===== src/rtl/tdre_pkg.sv =====
`timescale 1ns / 1ps
package tdre_pkg;

  // input item kinds
  localparam logic IN_START = 1'b0;
  localparam logic IN_BYTE  = 1'b1;

  // TFTP opcodes
  localparam logic [7:0] OP_DATA = 8'd3;
  localparam logic [7:0] OP_ACK  = 8'd4;
  localparam logic [7:0] OP_ERR  = 8'd5;

  localparam logic [9:0] HEADER_LEN = 10'd4;
  localparam logic [9:0] POS_MAX    = 10'd1023;

  localparam int QUEUE_DEPTH = 4;

  typedef enum logic [1:0] {
    KIND_DATA   = 2'd0,
    KIND_ACK    = 2'd1,
    KIND_STATUS = 2'd2
  } out_kind_e;

  typedef enum logic [1:0] {
    ST_OK     = 2'd0,
    ST_REMOTE = 2'd1,
    ST_PROTO  = 2'd2
  } status_e;

  // one queue entry: everything the back end emits for one input transaction
  typedef struct packed {
    logic        has_data;
    logic [7:0]  data_byte;
    logic        has_ack;
    logic [15:0] blk_num;
    logic        has_status;
    status_e     status;
    logic [31:0] bytes;
    logic [15:0] blocks_old;
    logic [15:0] blocks_new;
  } cmd_t;

  // push/pop side status of the command queue
  typedef struct packed {
    logic full;
    logic empty;
  } queue_stat_t;

endpackage


===== src/rtl/tdre_in_if.sv =====
`timescale 1ns / 1ps
interface tdre_in_if;
  logic       valid;
  logic       ready;
  logic       kind;
  logic [7:0] in_byte;
  logic       end_of_datagram;

  modport source (output valid, kind, in_byte, end_of_datagram, input ready);
  modport sink   (input valid, kind, in_byte, end_of_datagram, output ready);
endinterface


===== src/rtl/tdre_out_if.sv =====
`timescale 1ns / 1ps
interface tdre_out_if;
  logic        valid;
  logic        ready;
  logic [1:0]  out_kind;
  logic [7:0]  out_byte;
  logic [1:0]  status;
  logic [31:0] total_bytes;
  logic [15:0] total_blocks;
  logic        last;

  modport source (output valid, out_kind, out_byte, status, total_bytes, total_blocks, last,
                  input ready);
  modport sink   (input valid, out_kind, out_byte, status, total_bytes, total_blocks, last,
                  output ready);
endinterface


===== src/rtl/tdre_front.sv =====
`timescale 1ns / 1ps
module tdre_front #(
  parameter int MAX_BLOCK = 512
) (
  input  logic                 clk_i,
  input  logic                 rst_ni,
  input  logic [9:0]           block_size_i,
  input  logic                 in_valid_i,
  output logic                 in_ready_o,
  input  logic                 kind_i,
  input  logic [7:0]           in_byte_i,
  input  logic                 end_of_datagram_i,
  input  tdre_pkg::queue_stat_t q_stat_i,
  output logic                 push_o,
  output tdre_pkg::cmd_t       cmd_o
);
  import tdre_pkg::*;

  localparam logic [10:0] MaxBlk = 11'(MAX_BLOCK);

  logic [9:0]  pos_q, pos_d;
  logic [7:0]  opcode_q, opcode_d;
  logic [15:0] blk_q, blk_d;
  logic [15:0] acc_blocks_q, acc_blocks_d;
  logic [31:0] acc_bytes_q, acc_bytes_d;
  logic        is_new_q, is_new_d;
  logic        done_q, done_d;

  logic        accept;
  logic [10:0] eff;
  logic [9:0]  pos_nxt;
  logic [9:0]  pay_idx;
  logic [9:0]  plen;
  logic        full_blk;
  logic        inc;
  logic        emit;

  assign in_ready_o = !q_stat_i.full;
  assign accept     = in_valid_i && in_ready_o;

  assign eff      = ({1'b0, block_size_i} > MaxBlk) ? MaxBlk : {1'b0, block_size_i};
  assign pos_nxt  = (pos_q < POS_MAX) ? pos_q + 10'd1 : POS_MAX;
  assign pay_idx  = pos_q - HEADER_LEN;
  assign plen     = pos_nxt - HEADER_LEN;
  assign full_blk = (pos_nxt == POS_MAX) || ({1'b0, plen} >= eff);

  always_comb begin
    pos_d        = pos_q;
    opcode_d     = opcode_q;
    blk_d        = blk_q;
    acc_blocks_d = acc_blocks_q;
    acc_bytes_d  = acc_bytes_q;
    is_new_d     = is_new_q;
    done_d       = done_q;
    inc          = 1'b0;
    emit         = 1'b0;
    cmd_o        = '0;

    if (accept && kind_i == IN_START) begin
      pos_d        = '0;
      opcode_d     = '0;
      blk_d        = '0;
      acc_blocks_d = '0;
      acc_bytes_d  = '0;
      is_new_d     = 1'b0;
      done_d       = 1'b0;
    end else if (accept && !done_q) begin
      case (pos_q)
        10'd0: is_new_d = 1'b0;
        10'd1: opcode_d = in_byte_i;
        10'd2: blk_d = {in_byte_i, blk_q[7:0]};
        10'd3: begin
          blk_d    = {blk_q[15:8], in_byte_i};
          is_new_d = (opcode_q == OP_DATA) && ({blk_q[15:8], in_byte_i} > acc_blocks_q);
        end
        default: begin
          if (opcode_q == OP_DATA && is_new_q && ({1'b0, pay_idx} < eff)) begin
            if (acc_bytes_q != 32'hFFFF_FFFF) acc_bytes_d = acc_bytes_q + 32'd1;
            cmd_o.has_data  = 1'b1;
            cmd_o.data_byte = in_byte_i;
          end
        end
      endcase

      if (!end_of_datagram_i) begin
        pos_d = pos_nxt;
      end else begin
        pos_d    = '0;
        is_new_d = 1'b0;
        if (pos_nxt < HEADER_LEN) begin
          done_d           = 1'b1;
          cmd_o.has_status = 1'b1;
          cmd_o.status     = ST_PROTO;
        end else if (opcode_q == OP_DATA) begin
          // payload length > 0 implies the header is complete, so is_new_q is current
          inc           = is_new_q && (pos_q >= HEADER_LEN);
          cmd_o.has_ack = 1'b1;
          if (!full_blk) begin
            done_d           = 1'b1;
            cmd_o.has_status = 1'b1;
            cmd_o.status     = ST_OK;
          end
        end else begin
          done_d           = 1'b1;
          cmd_o.has_status = 1'b1;
          cmd_o.status     = (opcode_q == OP_ERR) ? ST_REMOTE : ST_PROTO;
        end
      end
      emit = cmd_o.has_data || end_of_datagram_i;
    end

    if (inc) acc_blocks_d = acc_blocks_q + 16'd1;
    cmd_o.blk_num    = blk_d;
    cmd_o.bytes      = acc_bytes_d;
    cmd_o.blocks_old = acc_blocks_q;
    cmd_o.blocks_new = acc_blocks_d;
  end

  assign push_o = emit;

  always_ff @(posedge clk_i or negedge rst_ni) begin
    if (!rst_ni) begin
      pos_q        <= '0;
      opcode_q     <= '0;
      blk_q        <= '0;
      acc_blocks_q <= '0;
      acc_bytes_q  <= '0;
      is_new_q     <= 1'b0;
      done_q       <= 1'b0;
    end else begin
      pos_q        <= pos_d;
      opcode_q     <= opcode_d;
      blk_q        <= blk_d;
      acc_blocks_q <= acc_blocks_d;
      acc_bytes_q  <= acc_bytes_d;
      is_new_q     <= is_new_d;
      done_q       <= done_d;
    end
  end

endmodule


===== src/rtl/tdre_queue.sv =====
`timescale 1ns / 1ps
module tdre_queue #(
  parameter int DEPTH = 4
) (
  input  logic                  clk_i,
  input  logic                  rst_ni,
  input  logic                  push_i,
  input  tdre_pkg::cmd_t        cmd_i,
  input  logic                  pop_i,
  output tdre_pkg::cmd_t        head_o,
  output tdre_pkg::queue_stat_t stat_o
);
  import tdre_pkg::*;

  localparam int PtrW = (DEPTH > 1) ? $clog2(DEPTH) : 1;
  localparam int CntW = $clog2(DEPTH + 1);
  localparam logic [CntW-1:0] DepthC = CntW'(DEPTH);
  localparam logic [PtrW-1:0] LastPtr = PtrW'(DEPTH - 1);

  cmd_t            mem_q [DEPTH];
  logic [PtrW-1:0] wr_q, rd_q;
  logic [CntW-1:0] cnt_q;
  logic            do_push, do_pop;

  assign stat_o.full  = (cnt_q == DepthC);
  assign stat_o.empty = (cnt_q == '0);
  assign do_push      = push_i && !stat_o.full;
  assign do_pop       = pop_i && !stat_o.empty;
  assign head_o       = mem_q[rd_q];

  always_ff @(posedge clk_i) begin
    if (do_push) mem_q[wr_q] <= cmd_i;
  end

  always_ff @(posedge clk_i or negedge rst_ni) begin
    if (!rst_ni) begin
      wr_q  <= '0;
      rd_q  <= '0;
      cnt_q <= '0;
    end else begin
      if (do_push) wr_q <= (wr_q == LastPtr) ? '0 : wr_q + 1'b1;
      if (do_pop)  rd_q <= (rd_q == LastPtr) ? '0 : rd_q + 1'b1;
      case ({do_push, do_pop})
        2'b10:   cnt_q <= cnt_q + 1'b1;
        2'b01:   cnt_q <= cnt_q - 1'b1;
        default: cnt_q <= cnt_q;
      endcase
    end
  end

endmodule


===== src/rtl/tdre_back.sv =====
`timescale 1ns / 1ps
module tdre_back (
  input  logic                  clk_i,
  input  logic                  rst_ni,
  input  tdre_pkg::cmd_t        head_i,
  input  tdre_pkg::queue_stat_t q_stat_i,
  output logic                  pop_o,
  output logic                  out_valid_o,
  input  logic                  out_ready_i,
  output logic [1:0]            out_kind_o,
  output logic [7:0]            out_byte_o,
  output logic [1:0]            status_o,
  output logic [31:0]           total_bytes_o,
  output logic [15:0]           total_blocks_o,
  output logic                  last_o
);
  import tdre_pkg::*;

  logic [2:0]  idx_q;
  logic        valid_q;
  out_kind_e   kind_q;
  logic [7:0]  byte_q;
  status_e     status_q;
  logic [31:0] bytes_q;
  logic [15:0] blocks_q;
  logic        last_q;

  logic        load;
  logic [2:0]  n_res;
  logic [2:0]  j;
  logic        is_last;
  out_kind_e   r_kind;
  logic [7:0]  r_byte;
  status_e     r_status;
  logic [15:0] r_blocks;

  assign load  = !q_stat_i.empty && (!valid_q || out_ready_i);
  assign n_res = {2'b00, head_i.has_data} + (head_i.has_ack ? 3'd4 : 3'd0)
               + {2'b00, head_i.has_status};
  assign j       = idx_q - {2'b00, head_i.has_data};
  assign is_last = (idx_q == n_res - 3'd1);
  assign pop_o   = load && is_last;

  always_comb begin
    r_byte   = '0;
    r_status = ST_OK;
    r_blocks = head_i.blocks_new;
    if (head_i.has_data && idx_q == 3'd0) begin
      r_kind   = KIND_DATA;
      r_byte   = head_i.data_byte;
      r_blocks = head_i.blocks_old;
    end else if (head_i.has_ack && j < 3'd4) begin
      r_kind = KIND_ACK;
      case (j[1:0])
        2'd0:    r_byte = 8'd0;
        2'd1:    r_byte = OP_ACK;
        2'd2:    r_byte = head_i.blk_num[15:8];
        default: r_byte = head_i.blk_num[7:0];
      endcase
    end else begin
      r_kind   = KIND_STATUS;
      r_status = head_i.status;
    end
  end

  always_ff @(posedge clk_i or negedge rst_ni) begin
    if (!rst_ni) begin
      valid_q <= 1'b0;
      idx_q   <= '0;
    end else begin
      if (load) begin
        valid_q <= 1'b1;
        idx_q   <= is_last ? 3'd0 : idx_q + 3'd1;
      end else if (out_ready_i) begin
        valid_q <= 1'b0;
      end
    end
  end

  always_ff @(posedge clk_i) begin
    if (load) begin
      kind_q   <= r_kind;
      byte_q   <= r_byte;
      status_q <= r_status;
      bytes_q  <= head_i.bytes;
      blocks_q <= r_blocks;
      last_q   <= is_last;
    end
  end

  assign out_valid_o    = valid_q;
  assign out_kind_o     = kind_q;
  assign out_byte_o     = byte_q;
  assign status_o       = status_q;
  assign total_bytes_o  = bytes_q;
  assign total_blocks_o = blocks_q;
  assign last_o         = last_q;

endmodule


===== src/rtl/tftp_data_receive_engine.sv =====
`timescale 1ns / 1ps
// TFTP read-transfer receiver.
// in_i carries one transaction per cycle: a start item (kind 0) that clears the
// counters, or one datagram byte with an end-of-datagram mark. out_o carries file
// data bytes, the four ACK bytes sent at the end of each DATA datagram, and a
// single status result when the transfer ends; last marks the final result of
// each input transaction.
// Throughput: one input transaction per cycle. Results leave at one per cycle while
// out_o.ready is high, so a datagram end that yields up to six results keeps the
// output busy; a 4-entry command queue between the parser and the result sequencer
// absorbs these bursts, and in_i.ready drops only when that queue is full.
// The first result of a transaction passes through the command queue and then the
// output register when the queue is empty and the output is free.
// When out_o.ready is low the output register holds its result, the queue fills
// behind it, and then input is back-pressured.
// Reset clears the counters, the queue and the output valid; block_size resets
// to 512 and is written through the APB port at offset 0.
module tftp_data_receive_engine #(
  parameter int MAX_BLOCK = 512
) (
  input  logic        clk_i,
  input  logic        rst_ni,
  tdre_in_if.sink     in_i,
  tdre_out_if.source  out_o,
  input  logic        psel_i,
  input  logic        penable_i,
  input  logic        pwrite_i,
  input  logic [2:0]  paddr_i,
  input  logic [31:0] pwdata_i,
  output logic [31:0] prdata_o,
  output logic        pready_o
);
  import tdre_pkg::*;

  localparam logic ADDR_BLOCK_SIZE = 1'b0;

  logic [9:0]  block_size_q;
  logic        push, pop;
  cmd_t        cmd, head;
  queue_stat_t q_stat;

  assign pready_o = 1'b1;
  assign prdata_o = (paddr_i[2] == ADDR_BLOCK_SIZE) ? {22'd0, block_size_q} : 32'd0;

  always_ff @(posedge clk_i or negedge rst_ni) begin
    if (!rst_ni) begin
      block_size_q <= 10'd512;
    end else if (psel_i && penable_i && pwrite_i && paddr_i[2] == ADDR_BLOCK_SIZE) begin
      block_size_q <= pwdata_i[9:0];
    end
  end

  tdre_front #(
    .MAX_BLOCK(MAX_BLOCK)
  ) u_front (
    .clk_i            (clk_i),
    .rst_ni           (rst_ni),
    .block_size_i     (block_size_q),
    .in_valid_i       (in_i.valid),
    .in_ready_o       (in_i.ready),
    .kind_i           (in_i.kind),
    .in_byte_i        (in_i.in_byte),
    .end_of_datagram_i(in_i.end_of_datagram),
    .q_stat_i         (q_stat),
    .push_o           (push),
    .cmd_o            (cmd)
  );

  tdre_queue #(
    .DEPTH(QUEUE_DEPTH)
  ) u_queue (
    .clk_i (clk_i),
    .rst_ni(rst_ni),
    .push_i(push),
    .cmd_i (cmd),
    .pop_i (pop),
    .head_o(head),
    .stat_o(q_stat)
  );

  tdre_back u_back (
    .clk_i         (clk_i),
    .rst_ni        (rst_ni),
    .head_i        (head),
    .q_stat_i      (q_stat),
    .pop_o         (pop),
    .out_valid_o   (out_o.valid),
    .out_ready_i   (out_o.ready),
    .out_kind_o    (out_o.out_kind),
    .out_byte_o    (out_o.out_byte),
    .status_o      (out_o.status),
    .total_bytes_o (out_o.total_bytes),
    .total_blocks_o(out_o.total_blocks),
    .last_o        (out_o.last)
  );

endmodule


===== src/flat_wrapper.sv =====
// flat-port wrapper written by rule: the top's interface ports become plain ports
module tftp_data_receive_engine_flat import tdre_pkg::*;
#(
  parameter int MAX_BLOCK = 512
)
  (clk_i, rst_ni, psel_i, penable_i, pwrite_i, paddr_i, pwdata_i, prdata_o, pready_o, in_i_valid, in_i_kind, in_i_in_byte, in_i_end_of_datagram, in_i_ready, out_o_valid, out_o_out_kind, out_o_out_byte, out_o_status, out_o_total_bytes, out_o_total_blocks, out_o_last, out_o_ready);
  tdre_in_if in_i_i ();
  tdre_out_if out_o_i ();
  input  logic clk_i;
  input  logic rst_ni;
  input  logic psel_i;
  input  logic penable_i;
  input  logic pwrite_i;
  input  logic [2:0] paddr_i;
  input  logic [31:0] pwdata_i;
  output logic [31:0] prdata_o;
  output logic pready_o;
  input wire logic [$bits(in_i_i.valid)-1:0] in_i_valid;
  input wire logic [$bits(in_i_i.kind)-1:0] in_i_kind;
  input wire logic [$bits(in_i_i.in_byte)-1:0] in_i_in_byte;
  input wire logic [$bits(in_i_i.end_of_datagram)-1:0] in_i_end_of_datagram;
  output wire logic [$bits(in_i_i.ready)-1:0] in_i_ready;
  output wire logic [$bits(out_o_i.valid)-1:0] out_o_valid;
  output wire logic [$bits(out_o_i.out_kind)-1:0] out_o_out_kind;
  output wire logic [$bits(out_o_i.out_byte)-1:0] out_o_out_byte;
  output wire logic [$bits(out_o_i.status)-1:0] out_o_status;
  output wire logic [$bits(out_o_i.total_bytes)-1:0] out_o_total_bytes;
  output wire logic [$bits(out_o_i.total_blocks)-1:0] out_o_total_blocks;
  output wire logic [$bits(out_o_i.last)-1:0] out_o_last;
  input wire logic [$bits(out_o_i.ready)-1:0] out_o_ready;
  assign in_i_i.valid = in_i_valid;
  assign in_i_i.kind = in_i_kind;
  assign in_i_i.in_byte = in_i_in_byte;
  assign in_i_i.end_of_datagram = in_i_end_of_datagram;
  assign in_i_ready = in_i_i.ready;
  assign out_o_valid = out_o_i.valid;
  assign out_o_out_kind = out_o_i.out_kind;
  assign out_o_out_byte = out_o_i.out_byte;
  assign out_o_status = out_o_i.status;
  assign out_o_total_bytes = out_o_i.total_bytes;
  assign out_o_total_blocks = out_o_i.total_blocks;
  assign out_o_last = out_o_i.last;
  assign out_o_i.ready = out_o_ready;
  tftp_data_receive_engine #(.MAX_BLOCK(MAX_BLOCK)) u_core (.clk_i(clk_i), .rst_ni(rst_ni), .in_i(in_i_i), .out_o(out_o_i), .psel_i(psel_i), .penable_i(penable_i), .pwrite_i(pwrite_i), .paddr_i(paddr_i), .pwdata_i(pwdata_i), .prdata_o(prdata_o), .pready_o(pready_o));
endmodule

===== config.mk =====
export PLATFORM = sky130hd
export DESIGN_NAME = tftp_data_receive_engine_flat
export DESIGN_NICKNAME = d
export VERILOG_FILES = /design/src/rtl/tdre_pkg.sv /design/src/rtl/tdre_in_if.sv /design/src/rtl/tdre_out_if.sv /design/src/rtl/tdre_front.sv /design/src/rtl/tdre_queue.sv /design/src/rtl/tdre_back.sv /design/src/rtl/tftp_data_receive_engine.sv /design/src/flat_wrapper.sv
export SDC_FILE = /design/constraint.sdc
export NUM_CORES = 1
export LEC_CHECK = 0
export BUFFER_PORTS_ARGS = -buffer_cell sky130_fd_sc_hd__buf_2
export CAP_MARGIN = 10
export CELL_PAD_IN_SITES_DETAIL_PLACEMENT = 1
export CELL_PAD_IN_SITES_GLOBAL_PLACEMENT = 2
export CORE_UTILIZATION = 40
export CTS_CLUSTER_SIZE = 24
export DETAILED_ROUTE_END_ITERATION = 16
export PLACE_DENSITY = 0.72
export SLEW_MARGIN = 5
export SYNTH_ARGS = -nofsm -noshare
export SYNTH_HDL_FRONTEND = slang
export SYNTH_SLANG_ARGS = --single-unit

===== constraint.sdc =====
create_clock -name clk_i -period 9.05 [get_ports clk_i]
set_clock_uncertainty 0.05 [all_clocks]
set_input_delay 1.81 -clock clk_i [delete_from_list [all_inputs] [get_ports clk_i]]
set_output_delay 1.81 -clock clk_i [all_outputs]
set_load 0.05 [all_outputs]

=== Word-level counts from Yosys, hierarchy flattened ===
Memories as Yosys holds them, arrays and structs flattened.
Cells that the tools add are included.

* Register bits after elaboration: 166
* Bits in writable memories: 372
* Latch bits: 0
* Memories kept: 1
* Logic and storage cells: 164
* Output and inout bits: 96
* Bits in read-only memories: 0
* Input port bits: 52

{| class="wikitable"
|+ Memory list
! name !! words !! width !! read ports !! clocked after Yosys merged registers in !! write ports !! line !! text
|-
| u_core.u_queue.mem_q || 4 || 93 || 1 || 0 || 1 || tdre_queue.sv:20 || <nowiki>cmd_t mem_q [DEPTH];</nowiki>
|}

* Eq/ne operators: 16
* Reduce and logical (&&, ||, !) cells: 38
* Shifts and indexed selects: 0
* Bitwise operators: 2
* Multiplexer cells: 66
* $mul: 0
* Divide/modulo/power cells: 0
* $add $sub $neg: 14
* Order comparisons: 8

{| class="wikitable"
|+ Operators with widths
! cell !! count
|-
| two-way mux 32 bit || 5
|-
| two-way mux 10 bit || 8
|-
| two-way mux 16 bit || 5
|-
| two-way mux 8 bit || 5
|-
| two-way mux 9 bit || 4
|-
| adder 32 x 1 -> 32 bit (second input constant) || 1
|-
| inequality test 32 bit (second input constant) || 1
|-
| case mux 16 bit (2 select lines) || 1
|-
| two-way mux 3 bit || 8
|-
| case mux 8 bit (3 select lines) || 1
|-
| two-way mux 1 bit || 23
|-
| == test 10 x 2 -> 1 bit (second input constant) || 2
|-
| subtractor 10 x 3 -> 10 bit (second input constant) || 2
|-
| adder 16 x 1 -> 16 bit (second input constant) || 1
|-
| greater-than comparator 16 bit || 1
|-
| logical AND 1 bit || 16
|-
| adder 10 x 1 -> 10 bit (second input constant) || 1
|-
| == test 10 x 1 -> 1 bit (second input constant) || 1
|-
| == test 10 bit (second input constant) || 1
|-
| >= comparator 10 bit || 1
|-
| >= comparator 10 x 3 -> 1 bit (second input constant) || 1
|-
| greater-than comparator 10 bit (second input constant) || 1
|-
| logical NOT 10 bit || 1
|-
| less-than comparator 10 bit || 1
|-
| other kinds (30) || 52
|}

=== Depth between registers and ports, before layout ===
Gate-level depths: netlist of the first run.

* Depth after elaboration: 14
* Depth in mapped cells: 18
* Mapped depth without buffers: 16

=== By module ===
Synthesis of the first run repeated with hierarchy kept, for this count alone.

* Cell total of the unflattened synthesis: 1399
* Area, all modules: 22839.4 um^2

{| class="wikitable"
|+ Modules (own cells, without submodules)
! module !! instances !! cells each !! area an instance (um^2) !! sequential area each (um^2)
|-
| tdre_queue || 1 || 528 || 13867.0 || 11345.9
|-
| tdre_front || 1 || 659 || 5691.7 || 2102.0
|-
| tdre_back || 1 || 154 || 2597.5 || 1931.9
|-
| tftp_data_receive_engine || 1 || 58 || 683.2 || 251.5
|}

=== Worst setup path after synthesis of the first run ===
Ideal clock, no wire load.

* Kind: input -> register
* Start point: in in_i_valid
* End point: mem u_core.u_queue.mem_q[0][0] (netlist name) (enable)
* Data required time: 8443 ps
* Path slack: 1208 ps
* Setup time: 557 ps
* Stages: 6
* Path buffers: 0
* Arrival: 7235 ps
* Cell sequence: inv_1 nor4b_1 o2111ai_1 nor3_2 a31oi_2 nor2b_1

* Cells in the longest elaborated chain, start to end: 7
* Elaborated cells on any way between the ends: 8
* Classes of those cells: mux (4); reduce/logical (4)

{| class="wikitable"
|+ RTL lines
! element !! line !! text
|-
| start, declared || flat_wrapper.sv:18 || <nowiki>input wire logic [$bits(in_i_i.valid)-1:0] in_i_valid;</nowiki>
|-
| logical AND 1 bit (*) || tdre_front.sv:39 || <nowiki>assign accept = in_valid_i && in_ready_o;</nowiki>
|-
| logical AND 1 bit || tdre_front.sv:67 || <nowiki>end else if (accept && !done_q) begin</nowiki>
|-
| two-way mux 1 bit || tdre_front.sv:67 ||
|-
| two-way mux 1 bit (*) || tdre_front.sv:59 || <nowiki>if (accept && kind_i == IN_START) begin</nowiki>
|-
| logical AND 1 bit (*) || tdre_queue.sv:27 || <nowiki>assign do_push = push_i && !stat_o.full;</nowiki>
|-
| two-way mux 1 bit (*) || tdre_queue.sv:32 || <nowiki>if (do_push) mem_q[wr_q] <= cmd_i;</nowiki>
|-
| two-way mux 1 bit (not written as such) (*) || tdre_queue.sv:32 ||
|-
| end, declared || tdre_queue.sv:20 ||
|}

Mark *: on every way between the ends. The rest lies on a longest branch, timed or not.

=== Worst setup path in the final report of the first run ===
* Start point: in in_i_valid
* End point: mem u_core.u_queue.mem_q[3][25] (netlist name) (enable)

The elaborated chain is that of the path after synthesis.

==> results of run 1 <==
==> worst max-delay path: cells and delay by family <==
family | cells | cell delay, ns
AO/OA/AOI/OAI | 2 | 0.65
AND/OR/NAND/NOR | 3 | 1.71
buffers and inverters | 4 | 1.53
==> cells by family (layout without fill, tap and decap cells) <==
group	after synthesis	after routing	synth area share [%]
AO/OA/AOI/OAI	237	237	7.25
XOR/XNOR	29	29	1.11
adder cells (fa/ha/maj)	59	59	3.26
buffers and inverters	138	268	2.87
flip-flops	538	538	68.3
multiplexers	133	133	9.23
other	2	23	0.0328
AND/OR/NAND/NOR	339	339	7.97
==> final cells by class <==
cell class | instances | area [um^2]
Clock inverter | 19 | 164
Timing Repair Buffer | 117 | 631
Inverter | 45 | 170
Sequential cell | 538 | 15600
Tap cell | 756 | 946
Fill cell | 5527 | 30600
Multi-Input combinational cell | 820 | 6740
Clock buffer | 87 | 1650
==> worst max path at each step <==
stage | start | end | slack (ns) | cells past startpoint
after floorplan | in_i_valid | u_core.u_queue.mem_q[0][0] | 1.21 | 6
after global placement | in_i_valid | u_core.u_queue.mem_q[2][1] | 2.94 | 9
after detailed placement | in_i_valid | u_core.u_queue.mem_q[2][18] | 2.79 | 9
after CTS | in_i_valid | u_core.u_queue.mem_q[2][15] | 3.43 | 9
after global routing | in_i_valid | u_core.u_queue.mem_q[2][3] | 3.17 | 9
final | in_i_valid | u_core.u_queue.mem_q[3][25] | 3.44 | 9
==> synthesized netlist by cell type, types with 14 or more instances <==
cell type | count | area, um^2
a21oi_1 | 69 | 345
mux4_2 | 61 | 1370
dfrtp_1 | 104 | 2600
ha_1 | 58 | 726
nor2b_1 | 18 | 113
a32o_1 | 16 | 160
nand4_1 | 24 | 150
o31ai_1 | 27 | 203
xnor2_1 | 15 | 131
buf_4 | 26 | 195
or3_1 | 29 | 181
a22o_1 | 21 | 184
clkbuf_1 | 34 | 128
edfxtp_1 | 433 | 13000
xor2_1 | 14 | 123
mux2i_1 | 57 | 571
inv_1 | 44 | 165
nand3_1 | 35 | 175
nand2_1 | 107 | 402
mux2_2 | 15 | 169
or4_1 | 23 | 173
o21ai_0 | 35 | 175
a221oi_1 | 16 | 140
buf_2 | 21 | 105
nor2_1 | 31 | 116
==> report_power, final <==
part / internal [mW] / leakage (nW) / switching, mW
Clock: 1.31 / 0.893 / 0.956
Combinational: 0.678 / 3.16 / 1.35
Sequential: 3.00 / 5.61 / 0.199
Total: 4.99 / 9.66 / 2.51
==> per-layer routing <==
layer | wire length [um] | part of all wire, % | global-route usage [%]
met5 | 11 | 0.020 | 0
met4 | 1370 | 2.6 | 5.77
met3 | 1860 | 3.5 | 3.24
met2 | 27400 | 51 | 33.1
met1 | 23100 | 43 | 24.0
==> state kept, by name, indices dropped and copies added (netlist names), 2 cells and up <==
signal / flops
u_core.u_queue.rd_q: 2
u_core.u_front.acc_bytes_q: 32
u_core.u_back.total_bytes_o: 32
u_core.u_back.out_kind_o: 2
u_core.u_back.out_byte_o: 8
u_core.u_front.opcode_q: 8
u_core.u_queue.cnt_q: 3
u_core.u_queue.mem_q: 372
u_core.u_front.blk_q: 16
u_core.u_front.pos_q: 10
u_core.block_size_q: 10
u_core.u_queue.wr_q: 2
u_core.u_front.acc_blocks_q: 16
u_core.u_back.status_o: 2
u_core.u_back.total_blocks_o: 16
u_core.u_back.idx_q: 3
==> per-stage QoR <==
step	worst slack [ns]	instance area (um^2)	hold slack, ns
finish	3.44	25900	0.442
global route	3.17	25900	0.463
CTS	3.43	25900	0.441
detailed placement	2.79	24100	0.429
global placement	2.94	24100	0.422
floorplan	1.21	23000	0.406
==> impl_metrics.tcl, run 1 <==
set metrics [dict create \
    r2r_end "u_core.u_queue.mem_q[3][25]" \
    r2r-start "u_core.u_front.pos_q[5]" \
    dieArea_mm2 0.0582 \
    worst_path_max_delay_cell "buf_4" \
    dp_cells 2276 \
    tns_ns 0 \
    cts_sinks 538 \
    grt-ovfl-total 0 \
    synth_cell_types 72 \
    worstHoldPathCells 1 \
    max_stage_delay_ns 0.79 \
    rows 87 \
    rrSetupSlack_ns 3.63 \
    critPathCaptureType "flop" \
    antenna_cells_inserted 0 \
    p_leak_nw 9.66 \
    critPathMaxFanout 54 \
    wl_mm 53.7 \
    antenna_found_initial 1 \
    area_growth_pct 13.3 \
    grt_max_degree 68 \
    instances_no_fill 2382 \
    synthesis.area_mm2 0.0229 \
    min-delay-start "u_core.u_queue.cnt_q[2]" \
    portBuffers 100 \
    drive_gt1_share_pct 18.9 \
    final_common_cell "edfxtp_1" \
    cts_buffers 56 \
    start_kind "input pin" \
    wl_per_cell_um 22.5 \
    postSynth.asyncResetShare_pct 19.5 \
    syn_avg_cell_area_um2 15.5 \
    cap_viol_max_count 0 \
    io_pins 148 \
    power_mw 7.50 \
    hp-class "flop to flop" \
    status "finished, final reports clean" \
    firstDrtPassIters 5 \
    whs_endpoint "u_core.u_queue.cnt_q[2]" \
    ir_drop_mv 0.147 \
    crit_top_cell "buf_4" \
    maxSlewHeadroom_pct 27.4 \
    grt_pass1_vias 13964 \
    critical_path_required_ns 9.22 \
    die_h_um 241 \
    path_cells "buf_2 -> inv_1 -> nor4b_1 -> o2111ai_1 -> nor3_2 -> a31oi_2 -> nor2b_4 -> buf_4 -> buf_4" \
    drc 0 \
    setup_viol 0 \
    grt_pass1_wl_mm 82.9 \
    tightest_slew_ns 1.09 \
    clock_path_buffers 3 \
    post-route-period-util_pct 61.9 \
    cts.clk_slew.worst_paths_ns 0.06 \
    post_cts_resized 0 \
    final-hold-violation-count 0 \
    yosysWarnings 0 \
    cts.htree.levels 2 \
    drtIter0Drc 784 \
    synthFlopType "edfxtp_1" \
    die_w_um 241 \
    reg2regPathDepth 12 \
    yosysSeqAreaShare_pct 68.3 \
    cts-root-buf "clkbuf_16" \
    synth_edf_count 433 \
    ys_ff_latch 538 \
    post-dp-hpwl_mm 33.4 \
    via_per_inst 5.48 \
    initial_utilization_pct 40.5 \
    min_period_ns 5.61 \
    drv_slew 0 \
    final_cell_mix "edfxtp_1, nand2_1, dfrtp_1, buf_2, a21oi_1" \
    path_class "input pin to flop" \
    cp.arrival_ns 5.78 \
    final_util_pct 45.9 \
    insertion_delay_ns 0.61 \
    coreArea_mm2 0.0565 \
    rsz0062_at_grt "no" \
    gp_congestion 0.794 \
    grtUsageTotal_pct 18.9 \
    vias 13058 \
    synthCells 1475 \
    post-cts-setup-buffer-count 0 \
    cts_tree "yes" \
    cts_hold_buffers 0 \
    postRouteAntennaNets 0 \
    power.density_mw_per_mm2 289 \
    nets 1689 \
    fmax_mhz 178 \
]
Note: power is estimated with default switching activity, not from simulation.
==> inputs of run 2 (changes only) <==
- PLACE_DENSITY: 0.72 -> 0.75
- clock period: 9.05 -> 4.7 ns (I/O delays scaled with it)
==> run 2 against run 1 <==
  * Total power increased by 92%
  * Sequential share of layout area shrank 0.33 points
  * Critical path depth up 7
  * Combinational power increased by 100%
  * Sequential power rose by 88%
  * Cell area rose by 0.58%
  * Worst hold slack got worse by 0.070 ns
  * Non-clock buffer count is 16 higher
==> impl_metrics.tcl, run 2 (same netlist as run 1, synthesis figures left out) <==
set metrics [dict create \
    drc 0 \
    clock_path_buffers 3 \
    cap_viol_max_count 0 \
    io_pins 148 \
    antenna_found_initial 0 \
    insertion_delay_ns 0.61 \
    status "finished, final reports clean" \
    rows 87 \
    die_w_um 241 \
    multi_input_area_mm2 0.00674 \
    top_register "u_core.u_queue.mem_q" \
    cp.arrival_ns 4.71 \
    cts_tree "yes" \
    cts_hold_buffers 0 \
    drtIter0Drc 765 \
    reg2regPathDepth 16 \
    grtUsageTotal_pct 18.8 \
    gp_congestion 0.835 \
    wl_mm 53.9 \
    grt-ovfl-total 0 \
    fmax_mhz 232 \
    rrSetupSlack_ns 0.40 \
    internal_power_mw 9.60 \
    final_cell_mix "edfxtp_1, nand2_1, buf_2, dfrtp_1, a21oi_1" \
    start_kind "flop" \
    dieArea_mm2 0.0582 \
    cts.htree.levels 2 \
    final_area_mm2 0.0261 \
    portBuffers 100 \
    critPathCaptureType "flop" \
    critPathMaxFanout 13 \
    switchingPower_mw 4.81 \
    setup_viol 0 \
    grt_pass1_wl_mm 82.1 \
    postRouteAntennaNets 0 \
    critical_path_required_ns 5.10 \
    r2r_end "u_core.u_queue.mem_q[0][66]" \
    final_common_cell "edfxtp_1" \
    post-route-period-util_pct 91.6 \
    rsz0062_at_grt "no" \
    largest_reg_flops 372 \
    postPlaceCellArea_mm2 0.0243 \
    pwr-share-comb_pct 28.5 \
    final-hold-violation-count 0 \
    vias 13131 \
    swShare_pct 33.4 \
    grt_max_degree 83 \
    power.density_mw_per_mm2 552 \
    via_per_inst 5.48 \
    ir_drop_mv 0.339 \
    nFillCells 5572 \
    hp-class "input pin to asynchronous set/reset pin" \
    p_leak_nw 9.73 \
    initial_utilization_pct 40.5 \
    regArea_mm2 0.0156 \
    area_growth_pct 13.9 \
    r2r-start "u_core.u_front.pos_q[0]" \
    cts-root-buf "clkbuf_16" \
    wl_per_cell_um 22.5 \
    drv_slew 0 \
    grt_pass1_vias 13777 \
    tns_ns 0 \
    cts.clk_slew.worst_paths_ns 0.07 \
    power_mw 14.4 \
    clkPwrFrac_pct 29.7 \
    tightest_slew_ns 1.03 \
    die_h_um 241 \
    maxSlewHeadroom_pct 31.0 \
    antenna_cells_inserted 0 \
    cts_buffers 55 \
    min_period_ns 4.30 \
    nets 1704 \
    coreArea_mm2 0.0565 \
    seqPwrFrac_pct 41.7 \
    drive_gt1_share_pct 19.7 \
    post-dp-hpwl_mm 33.9 \
    cts_sinks 538 \
    firstDrtPassIters 4 \
    path_class "flop to flop" \
]
==> run 2: changes by cell type in the layout (fill, tap and decap cells not counted), sizes merged <==
cell | before | now
buf | 117 | 133
bufinv | 2 | 4
clkbuf | 87 | 75
clkinv | 15 | 20
clkinvlp | 1 | 2
==> run 2: worst max path at each step <==
| stage | startpoint | end | slack [ns] | depth (start not counted) |
|---|---|---|---|---|
| after detailed placement | u_core.u_front.pos_q[0] | u_core.u_queue.mem_q[0][66] | 0.23 | 16 |
| final | u_core.u_front.pos_q[0] | u_core.u_queue.mem_q[0][66] | 0.40 | 16 |
| after floorplan | u_core.u_front.pos_q[7] | u_core.u_queue.mem_q[0][0] | -0.78 | 12 |
| after global placement | u_core.u_front.pos_q[1] | u_core.u_queue.mem_q[0][66] | 0.28 | 16 |
| after CTS | u_core.u_front.pos_q[0] | u_core.u_queue.mem_q[3][66] | 0.16 | 16 |
| after global routing | u_core.u_front.pos_q[2] | u_core.u_queue.mem_q[3][66] | 0.07 | 16 |
==> run 2: critical path: stages (launching register included) <==
cell	delay, ns
dfrtp_2	0.50
ha_1	0.21
nand4_1	0.13
or2_2	0.43
o21ai_0	0.21
inv_1	0.08
ha_1	0.26
and4_1	0.22
o2111ai_2	0.37
nor2_1	0.10
xnor2_1	0.19
ha_1	0.27
a21o_1	0.16
a21o_1	0.17
a2111oi_1	0.42
buf_4	0.19
or2_1	0.15
==> run 2: routing by layer <==
| metal | up-vias | track usage, % | routed length (um) |
|---|---|---|---|
| li1 | 5981 | - | - |
| met1 | 6871 | 24.9 | 23900 |
| met2 | 203 | 31.7 | 26800 |
| met3 | 76 | 3.18 | 1950 |
| met4 | 0 | 5.72 | 1280 |
| met5 | - | 0 | 0 |
==> run 2: metrics by stage <==
step                std cells  utilization [%]  setup slack, ns  hold slack, ns
global placement         2292             43.0            0.277           0.424
detailed placement       2292             43.0            0.226           0.429
CTS                      2394             46.2            0.162           0.377
floorplan                1496                -           -0.778           0.406
finish                   2394             46.2            0.395           0.372
global route             2394             46.2           0.0716           0.396
==> run 2: area by class of cell <==
type                       instances  area share [%]
timing repair buffer             133            3.17
clock buffer                      75            5.83
sequential                       538            60.0
multi-input combinational        820            25.8
inverter                          45           0.652
clock inverter                    27           0.926
tap                              756            3.63
==> run 2: power groups by stage <==
stage,clock network [mW],logic [mW],registers (mW)
after floorplan,0,2.11,6.96
after global placement,0,4.10,6.10
after detailed placement,0,4.19,6.12
after CTS,4.40,4.20,6.03
after global routing,4.55,4.41,6.07
final,4.29,4.11,6.01
==> run 2: repair_timing <==
action,in CTS,in global routing
setup buffers,0,0
setup endpoints to repair,0,145
hold endpoints to repair,0,0
gates resized for setup,0,6
